==> src/rtl/msk_pkg.sv <==
`timescale 1ns / 1ps

package msk_pkg;

	localparam int VAL_W     = 32;
	localparam int RANK_W    = 11;
	localparam int DEPTH_DEF = 1024;

	localparam logic [RANK_W-1:0] RANK_RESET = RANK_W'(1);

	// controller -> datapath
	typedef struct packed {
		logic accept;      // item channel may transfer
		logic setup;       // compute run bounds for the pair at lo
		logic merge_step;  // move one element into the destination buffer
		logic pair_next;   // advance lo to the end of the finished pair
		logic pass_next;   // double run width, swap buffers
		logic result_load; // capture the result, clear the set
	} cmd_t;

	// datapath -> controller
	typedef struct packed {
		logic last_xfer;
		logic sort_more;
		logic pair_done;
		logic pass_done;
		logic out_free;
	} st_t;

endpackage

==> src/rtl/msk_ctrl.sv <==
`timescale 1ns / 1ps

module msk_ctrl (
	input  logic           clk,
	input  logic           arst_n,
	input  msk_pkg::st_t   st,
	output msk_pkg::cmd_t  cmd
);

	localparam logic [2:0] S_LOAD   = 3'd0;
	localparam logic [2:0] S_CHECK  = 3'd1;
	localparam logic [2:0] S_SETUP  = 3'd2;
	localparam logic [2:0] S_MERGE  = 3'd3;
	localparam logic [2:0] S_RANK   = 3'd4;
	localparam logic [2:0] S_RESULT = 3'd5;

	logic [2:0] state_q, state_d;

	always_comb begin
		cmd     = '0;
		state_d = state_q;
		case (state_q)
			S_LOAD: begin
				cmd.accept = 1'b1;
				if (st.last_xfer) begin
					state_d = S_CHECK;
				end
			end
			S_CHECK: begin
				state_d = st.sort_more ? S_SETUP : S_RANK;
			end
			S_SETUP: begin
				cmd.setup = 1'b1;
				state_d   = S_MERGE;
			end
			S_MERGE: begin
				if (!st.pair_done) begin
					cmd.merge_step = 1'b1;
				end else if (!st.pass_done) begin
					cmd.pair_next = 1'b1;
					state_d       = S_SETUP;
				end else begin
					cmd.pass_next = 1'b1;
					state_d       = S_CHECK;
				end
			end
			S_RANK: begin
				// read of the ranked entry is in flight
				state_d = S_RESULT;
			end
			S_RESULT: begin
				if (st.out_free) begin
					cmd.result_load = 1'b1;
					state_d         = S_LOAD;
				end
			end
			default: begin
				state_d = S_LOAD;
			end
		endcase
	end

	always_ff @(posedge clk or negedge arst_n) begin
		if (!arst_n) begin
			state_q <= S_LOAD;
		end else begin
			state_q <= state_d;
		end
	end

endmodule

==> config.mk <==
export PLATFORM = sky130hd
export DESIGN_NAME = msk_ctrl
export DESIGN_NICKNAME = d
export VERILOG_FILES = /design/src/rtl/msk_pkg.sv /design/src/rtl/msk_ctrl.sv
export SDC_FILE = /design/constraint.sdc
export NUM_CORES = 1
export LEC_CHECK = 0
export ABC_AREA = 1
export BUFFER_PORTS_ARGS = -buffer_cell sky130_fd_sc_hd__buf_4
export CAP_MARGIN = 20
export CORE_AREA = 8 8 45 47
export CTS_CLUSTER_DIAMETER = 200
export DETAILED_ROUTE_END_ITERATION = 10
export DIE_AREA = 0 0 53 55
export PLACE_DENSITY = 0.5
export SETUP_SLACK_MARGIN = 0.2
export SLEW_MARGIN = 20
export SYNTH_ARGS = -nofsm -noshare
export SYNTH_HDL_FRONTEND = slang
export SYNTH_SLANG_ARGS = --single-unit
==> constraint.sdc <==
create_clock -name clk -period 2.5 [get_ports clk]
set_input_delay 0.25 -clock clk [delete_from_list [all_inputs] [get_ports clk]]
set_output_delay 0.25 -clock clk [all_outputs]
set_load 0.02 [all_outputs]
==> summary.md, run 1 <==
| Metric | Value |
|---|---|
| Status | `completed` |
| CP max stage delay | `approximately 0.42 ns` |
| Clk Latency, worst-skew pair | `0.23 ns` |
| Share of layout cells above drive strength 1 | `~34%` |
| Die Span X | `53 um` |
| Resized Gates After CTS | `0` |
| VDD IR max | `between 0.0004 and 0.0005 V` |
| Yosys reg bits | `3` |
| CP Data Arrival Time | `1.20 ns` |
| Die ar. | `0.002915 mm2` |
| FMAX | `between 600 and 700 MHz` |
| Setup Skew | `around 0.0027 ns` |
| IO Port Bufs | `12` |
| Post-CTS Hold Buffers | `1` |
| Synthesized area per cell | `about 5.8 um2` |
| Kind of critical path | `reg2out` |
| CP Launch Type | `flop` |
| Placement Setup Slack | `about 1.3 ns` |
| Starting DRC count in detailed routing | `6` |
| Routed WL | `approximately 680 um` |
| CP Max Fanout | `6` |
| Register area share after synthesis | `~29%` |
| RSZ-0062 raised after global routing | `false` |
| Setup Buffers After CTS | `0` |
| Largest reg by FF count | `state_q` |
| Post-Syn Area | `approximately 260 um2` |
| Drt pass-1 iters | `4` |
| Worst slew pin tran | `between 0.2 and 0.25 ns` |
| Gate Count Post-Synth | `44` |
| Crit path cell chain | `nand2_1 > nor2_2 > inv_1 > nor3_1 > buf_4` |
| Commonest non-fill, non-tap cell in the layout | `buf_4` |
| Vias | `306` |
| Syn Nets | `between 50 and 60` |
| Final worst slack | `approximately 1.0 ns` |
| First-pass GRT wire length | `around 1.1 mm` |
| Clock Tree Buf Depth | `2` |
| DRC | `0` |
| Period utilisation layout | `around 58%` |
| Min Tclk post-route | `about 1.5 ns` |
| I/O pin count | `13` |
| Area Growth Syn to Fin | `57.35%` |
| Commonest non-fill, non-tap cells in the layout | `buf_4 (12), nand2_1 (11), inv_1 (10)` |
| RePlAce Congestion | `0.7948` |
| Number of antenna violations at the first check in global routing | `0` |
| GRT overflow | `0` |
| Vias per Instance | `3.974` |
| Slowest CP cell | `dfrtp_1` |
| Final Hold Viols | `0` |
| MaxCap Viol Count | `0` |
| Netlist cell types | `12` |
| Die H | `55 um` |
| Max reg flops | `3` |
| Worst slew margin | `between 80% and 90%` |
| Fin nets | `69` |
| Req. time, crit path | `between 2 and 2.5 ns` |
| Detail Placement HPWL | `574.9 um` |
| P_leak | `about 0.25 nW` |
| Number of diodes | `0` |
| Final setup violation count | `0` |
| Worst hold path class | `in2reg` |
| ANT nets after route | `0` |
| Worst setup EP type | `output pin` |
| CTS tree | `built` |
| Fillers | `roughly 160` |
| Initial cell density of the core | `between 10% and 20%` |
| Total GRT Usage | `5.255%` |
| Reg clk slew, reported paths | `0.04 ns` |
| Slew Limit Fails | `0` |
| Vias in the first global route | `a little under 300` |
| Clock sink total | `3` |
| Yosys warning count | `0` |
| Root buf cell | `clkbuf_4` |
| WHS | `about 0.31 ns` |
| Post-DR wirelength/cell | `approximately 9 um` |
| Cell Rows | `14` |
| Core Region | `between 0.001 and 0.0015 mm2` |
| Total CTS buffers | `3` |
| Largest net degree at the start of global routing | `7` |
| Biggest regs | `state_q (3)` |
| H-tree Lvls | `1` |
| Power per Cell Area | `around 980 mW/mm2` |
| Sum of negative setup slack | `0 ns` |
-- path summary, 6_finish.rpt --
kind / cells after the start / startpoint / end / slack, ns
max: 5 / state_q[1] / cmd[2] / 1.05
min: 4 / st[3] / state_q[2] / 0.31
min reg2reg: 2 / state_q[2] / state_q[2] / 0.67
max in group asynchronous: 2 / arst_n / state_q[1] / 2.05
max reg2reg: 6 / state_q[0] / state_q[0] / 1.43
min in group asynchronous: 2 / arst_n / state_q[2] / 0.35
-- synthesized netlist by cell type --
library cell,n,area [um2]
o21ai_0,1,5.000
nand2_2,1,6.260
dfrtp_1,3,75.07
inv_1,10,37.54
nor2_1,5,18.77
nand3b_1,1,7.510
nand2_1,11,41.29
nand3_1,3,15.01
nor2_2,3,18.77
nor3_1,2,10.01
nand4_1,2,12.51
inv_2,2,7.510
-- per-layer routing --
layer | track usage (%) | routed length, um | share of wire [%]
met2 | 8.008 | 303 | 45
met1 | 5.649 | 319 | 47
met3 | 4.545 | 56 | 8.2
met5 | 0 | 0 | 0
met4 | 0.4310 | 0 | 0
-- metrics by stage --
step	area [um2]	utilization [%]	instances	total power, mW
floorplan	255.2	-	44	0.2410
global placement	365.4	26.40	72	0.3126
detailed placement	365.4	26.40	72	0.3088
CTS	401.6	29.02	77	0.3980
global route	401.6	29.02	77	0.4320
finish	401.6	29.02	77	0.3921
-- critical path: cells and delay by family (launching register included) --
kind / cells / cell delay, ns
simple gates: 3 / 0.33
buf+inv: 2 / 0.22
flops: 1 / 0.42
-- cell type report --
cell class	instances	area [um2]	area share, %
Inverter	12	45.04	11.21
Tap cell	16	20.02	4.984
Clock buffer	4	26.28	6.542
Sequential cell	3	75.07	18.69
Multi-Input combinational cell	29	135.1	33.64
Timing Repair Buffer	13	100.1	24.92
-- where the power goes --
group          internal (mW)  switching [mW]
Clock                 0.0597          0.0233
Sequential            0.0705          0.0326
Combinational         0.0825           0.123
Total                  0.213           0.179
-- kinds of logic after synthesis --
group                  Yosys count  share of synthesized area, %
buffers and inverters           12                         17.65
AOI/OAI and AO/OA                1                         1.959
DFF                              3                         29.41
and+or+nand+nor                 28                         50.98
Power figures use the tool's default switching activity.
==> inputs of run 2 (changes only) <==
--- a/config.mk
+++ b/config.mk
@@ -5,14 +5,14 @@
 export SDC_FILE = /design/constraint.sdc
 export NUM_CORES = 1
 export LEC_CHECK = 0
-export ABC_AREA = 1
+export ABC_AREA = 0
 export BUFFER_PORTS_ARGS = -buffer_cell sky130_fd_sc_hd__buf_4
 export CAP_MARGIN = 20
 export CORE_AREA = 8 8 45 47
 export CTS_CLUSTER_DIAMETER = 200
 export DETAILED_ROUTE_END_ITERATION = 10
 export DIE_AREA = 0 0 53 55
-export PLACE_DENSITY = 0.5
+export PLACE_DENSITY = 0.51
 export SETUP_SLACK_MARGIN = 0.2
 export SLEW_MARGIN = 20
 export SYNTH_ARGS = -nofsm -noshare
==> constraint.sdc (replaced) <==
create_clock -name clk -period 1.5 [get_ports clk]
set_input_delay 0.15 -clock clk [delete_from_list [all_inputs] [get_ports clk]]
set_output_delay 0.15 -clock clk [all_outputs]
set_load 0.02 [all_outputs]
==> run 2 against run 1 <==
Net effect: non-clock buffer count increased by 6; design area increased by 13%; sequential power increased by 100%; sequential cell count unchanged; clock power increased by 71%; critical path depth decreased by 2; critical endpoint unchanged; largest power group unchanged; highest routed layer unchanged.
==> summary.md, run 2 <==
| Metric | Value |
|---|---|
| Status | `completed` |
| Yosys reg bits | `3 (unchanged)` |
| CP Launch Type | `flop` |
| Starting DRC count in detailed routing | `2 (-4)` |
| Hold Crit Start | `st[3]` |
| Sum of negative setup slack | `0 ns (unchanged)` |
| Commonest non-fill, non-tap cells in the layout | `buf_4 (17), nor2_1 (6), clkbuf_4 (3), dfrtp_2 (3)` |
| Core Region | `0.001384 mm2 (unchanged)` |
| Routed WL | `784 um (+15%)` |
| Min Tclk post-route | `1.291 ns` |
| Yosys warning count | `0 (unchanged)` |
| Post-synth top flop | `dfrtp_1` |
| CP max stage delay | `0.42 ns (about the same)` |
| Register area share after synthesis | `28.71% (-0.70 points)` |
| Int Pwr | `0.5287 mW (+150%)` |
| Die Span X | `53 um (unchanged)` |
| Clk Latency, worst-skew pair | `0.23 ns (about the same)` |
| Worst hold path class | `in2reg` |
| Placement Setup Slack | `0.3041 ns (-0.9818 ns)` |
| Share of layout cells above drive strength 1 | `65.31% (+31 points)` |
| Worst setup EP type | `output pin` |
| Final setup violation count | `0 (unchanged)` |
| FMAX | `slightly below 800 MHz` |
| Vias | `284 (-7.2%)` |
| MaxCap Viol Count | `0 (unchanged)` |
| Vias in the first global route | `291 (-1.7%)` |
| Kind of critical path | `reg2out` |
| RePlAce Congestion | `0.6688 (-16%)` |
| Fillers | `151 (-6.2%)` |
| Cell Rows | `14 (unchanged)` |
| Commonest non-fill, non-tap cell in the layout | `buf_4` |
| Max reg flops | `3 (unchanged)` |
| Clock share of power | `16.0% (-5.2 points)` |
| Post-Syn Area | `261.5 um2 (+2.5%)` |
| Die H | `55 um (unchanged)` |
| Leading area contributor after synthesis | `dfrtp_1` |
| Endpoint, Worst Hold | `state_q[1]` |
| Buf+Inv Stages, Crit Path | `1 (-1)` |
| P_leak | `0.2224 nW (-10%)` |
| IO Port Bufs | `12 (unchanged)` |
| Area share of the largest cell type after synthesis | `28.71% (-0.70 points)` |
| Largest reg by FF count | `state_q` |
| Delay-heaviest family, CP | `flip-flops` |
| Root buf cell | `clkbuf_4` |
| Clock sink total | `3 (unchanged)` |
| Setup Skew | `0.0003548 ns (-0.002382 ns)` |
| Die ar. | `0.002915 mm2 (unchanged)` |
| Worst slew margin | `87.01% (+2.4 points)` |
| Req. time, crit path | `1.35 ns (-0.90 ns)` |
| DRC | `0 (unchanged)` |
| Reg2reg end | `state_q[0]` |
| Number of antenna violations at the first check in global routing | `0 (unchanged)` |
| Initial cell density of the core | `18.90% (+0.45 points)` |
| CTS tree | `built` |
| Synth top cells by count | `nor2_1 (6), dfrtp_1 (3)` |
| Worst slew pin tran | `0.1949 ns (-0.03425 ns)` |
| Netlist cell types | `18 (+6)` |
| Top-count cell post-synth | `nor2_1` |
| Post-synth EDFFs | `0 (unchanged)` |
| Sequential power share | `23.5% (-2.8 points)` |
| Gate Count Post-Synth | `29 (-34%)` |
| Combinational Power Share | `60.5% (+8.0 points)` |
| Reg clk slew, reported paths | `0.04 ns (about the same)` |
| Multi-input combinational cell area | `178.9 um2 (+32%)` |
| Area Growth Syn to Fin | `73.21%` |
| VDD IR max | `0.0005562 V (+37%)` |
| Final Hold Viols | `0 (unchanged)` |
| Net Switching | `0.3614 mW (+100%)` |
| Biggest regs | `state_q (3)` |
| CP Max Fanout | `4 (-2)` |
| ANT nets after route | `0 (unchanged)` |
| Reg2reg path depth | `4 (-2)` |
| Post-DR wirelength/cell | `12.06 um (+37%)` |
| Slew Limit Fails | `0 (unchanged)` |
| Clock Tree Buf Depth | `2 (unchanged)` |
| RSZ-0062 raised after global routing | `true` |
| Number of diodes | `0 (unchanged)` |
| Ys async rst share | `100.0% (unchanged)` |
| Period utilisation layout | `86.09%` |
| Slowest CP cell | `dfrtp_2` |
| Largest net degree at the start of global routing | `8 (+1)` |
| Total GRT Usage | `6.294% (+1.0 points)` |
| WHS Path Cells | `3 (-1)` |
| Detail Placement HPWL | `505.3 um (-12%)` |
| Crit path cell chain | `nand3b_4 > nor3b_2 > buf_4` |
| Sw Ratio | `40.60% (-5.1 points)` |
| FF-to-FF Start | `state_q[1]` |
| Syn Nets | `36 (-29%)` |
| Fin nets | `57 (-17%)` |
| Synthesized area per cell | `9.017 um2 (+55%)` |
| GRT overflow | `0 (unchanged)` |
| First-pass GRT wire length | `1.255 mm (+11%)` |
| Reg area | `78.83 um2 (+5.0%)` |
| Flop2flop setup slack | `0.35 ns (-1.08 ns)` |
| Post-Route Utilization | `32.73% (+3.7 points)` |
| Vias per Instance | `4.369 (+9.9%)` |
| Total CTS buffers | `3 (unchanged)` |
| Ranking of synthesized cells by area | `dfrtp_1 (29%), buf_6 (8.6%), nor2_1 (8.6%)` |
| H-tree Lvls | `1 (unchanged)` |
| Final worst slack | `0.2087 ns (-0.8399 ns)` |
| Power per Cell Area | `1965 mW/mm2 (+100%)` |
| I/O pin count | `13 (unchanged)` |
| Drt pass-1 iters | `2 (-2)` |
| CP Data Arrival Time | `1.14 ns (-0.06 ns)` |
-- run 2: cell count changes after synthesis, sizes merged, moves of 2 or more --
| cell | previous run | this run |
|---|---|---|
| a22oi | 0 | 2 |
| buf | 0 | 3 |
| inv | 12 | 0 |
| nand2 | 12 | 2 |
| nand2b | 0 | 2 |
| nand4 | 2 | 0 |
| nor2 | 8 | 6 |
-- run 2: final cells by class --
class | count | share of cell area, %
Timing Repair Buffer | 19 | 32.87
Clock buffer | 4 | 5.801
Sequential cell | 3 | 17.40
Multi-Input combinational cell | 23 | 39.50
Tap cell | 16 | 4.420
-- run 2: worst register-to-register path, delay by kind of cell, from the launching register on --
| family | cells | cell delay (ns) |
|---|---|---|
| simple gates | 1 | 0.19 |
| flops | 1 | 0.47 |
| compound gates | 2 | 0.20 |
| buf+inv | 1 | 0.19 |
-- run 2: logic make-up after synthesis --
kind of cell           after synthesis  share of synthesized area [%]
buffers and inverters                3                          11.48
AOI/OAI and AO/OA                    5                          16.75
and+or+nand+nor                     18                          43.06
DFF                                  3                          28.71
-- run 2: worst max path at each step --
stage,startpoint,endpoint,slack [ns],depth (start not counted)
final,state_q[2],cmd[2],0.21,3
after global routing,state_q[1],cmd[2],0.17,3
after CTS,state_q[2],cmd[2],0.20,3
after detailed placement,state_q[0],cmd[0],0.30,3
after global placement,state_q[2],cmd[2],0.30,3
after floorplan,state_q[0],cmd[5],0.34,2
-- run 2: repair_timing --
item                                    4_1_cts  5_1_grt
endpoints found under the hold margin         3        0
buffers inserted                              6        0
endpoints found under the setup margin        6        4
hold buffers                                  1        0
resized for setup                             6        2
pin swaps                                     1        1
-- run 2: power groups by stage --
stage                     combinational [mW]  sequential [mW]  clock (mW)
after floorplan                        0.389            0.135           0
after global placement                 0.326            0.245           0
after detailed placement               0.327            0.243           0
after CTS                              0.520            0.205       0.150
after global routing                   0.588            0.221       0.155
final                                  0.539            0.209       0.142
-- run 2: through the flow --
step / instance area [um2] / power, mW / std cells / hold slack (ns)
after detailed placement: 346.6 / 0.5709 / 54 / -0.05904
final: 452.9 / 0.8902 / 65 / 0.1868
after floorplan: 266.5 / 0.5234 / 29 / -0.1456
after global routing: 452.9 / 0.9641 / 65 / 0.2169
after CTS: 442.9 / 0.8754 / 65 / 0.1823
after global placement: 346.6 / 0.5708 / 54 / -0.05876
-- run 2: metal layers --
| metal | vias up | global-route usage (%) | share of wire [%] |
|---|---|---|---|
| li1 | 140 | - | - |
| met1 | 134 | 7.023 | 40 |
| met2 | 10 | 8.008 | 50 |
| met5 | - | 0 | 0 |
| met3 | 0 | 3.476 | 10 |
| met4 | 0 | 6.466 | 0 |
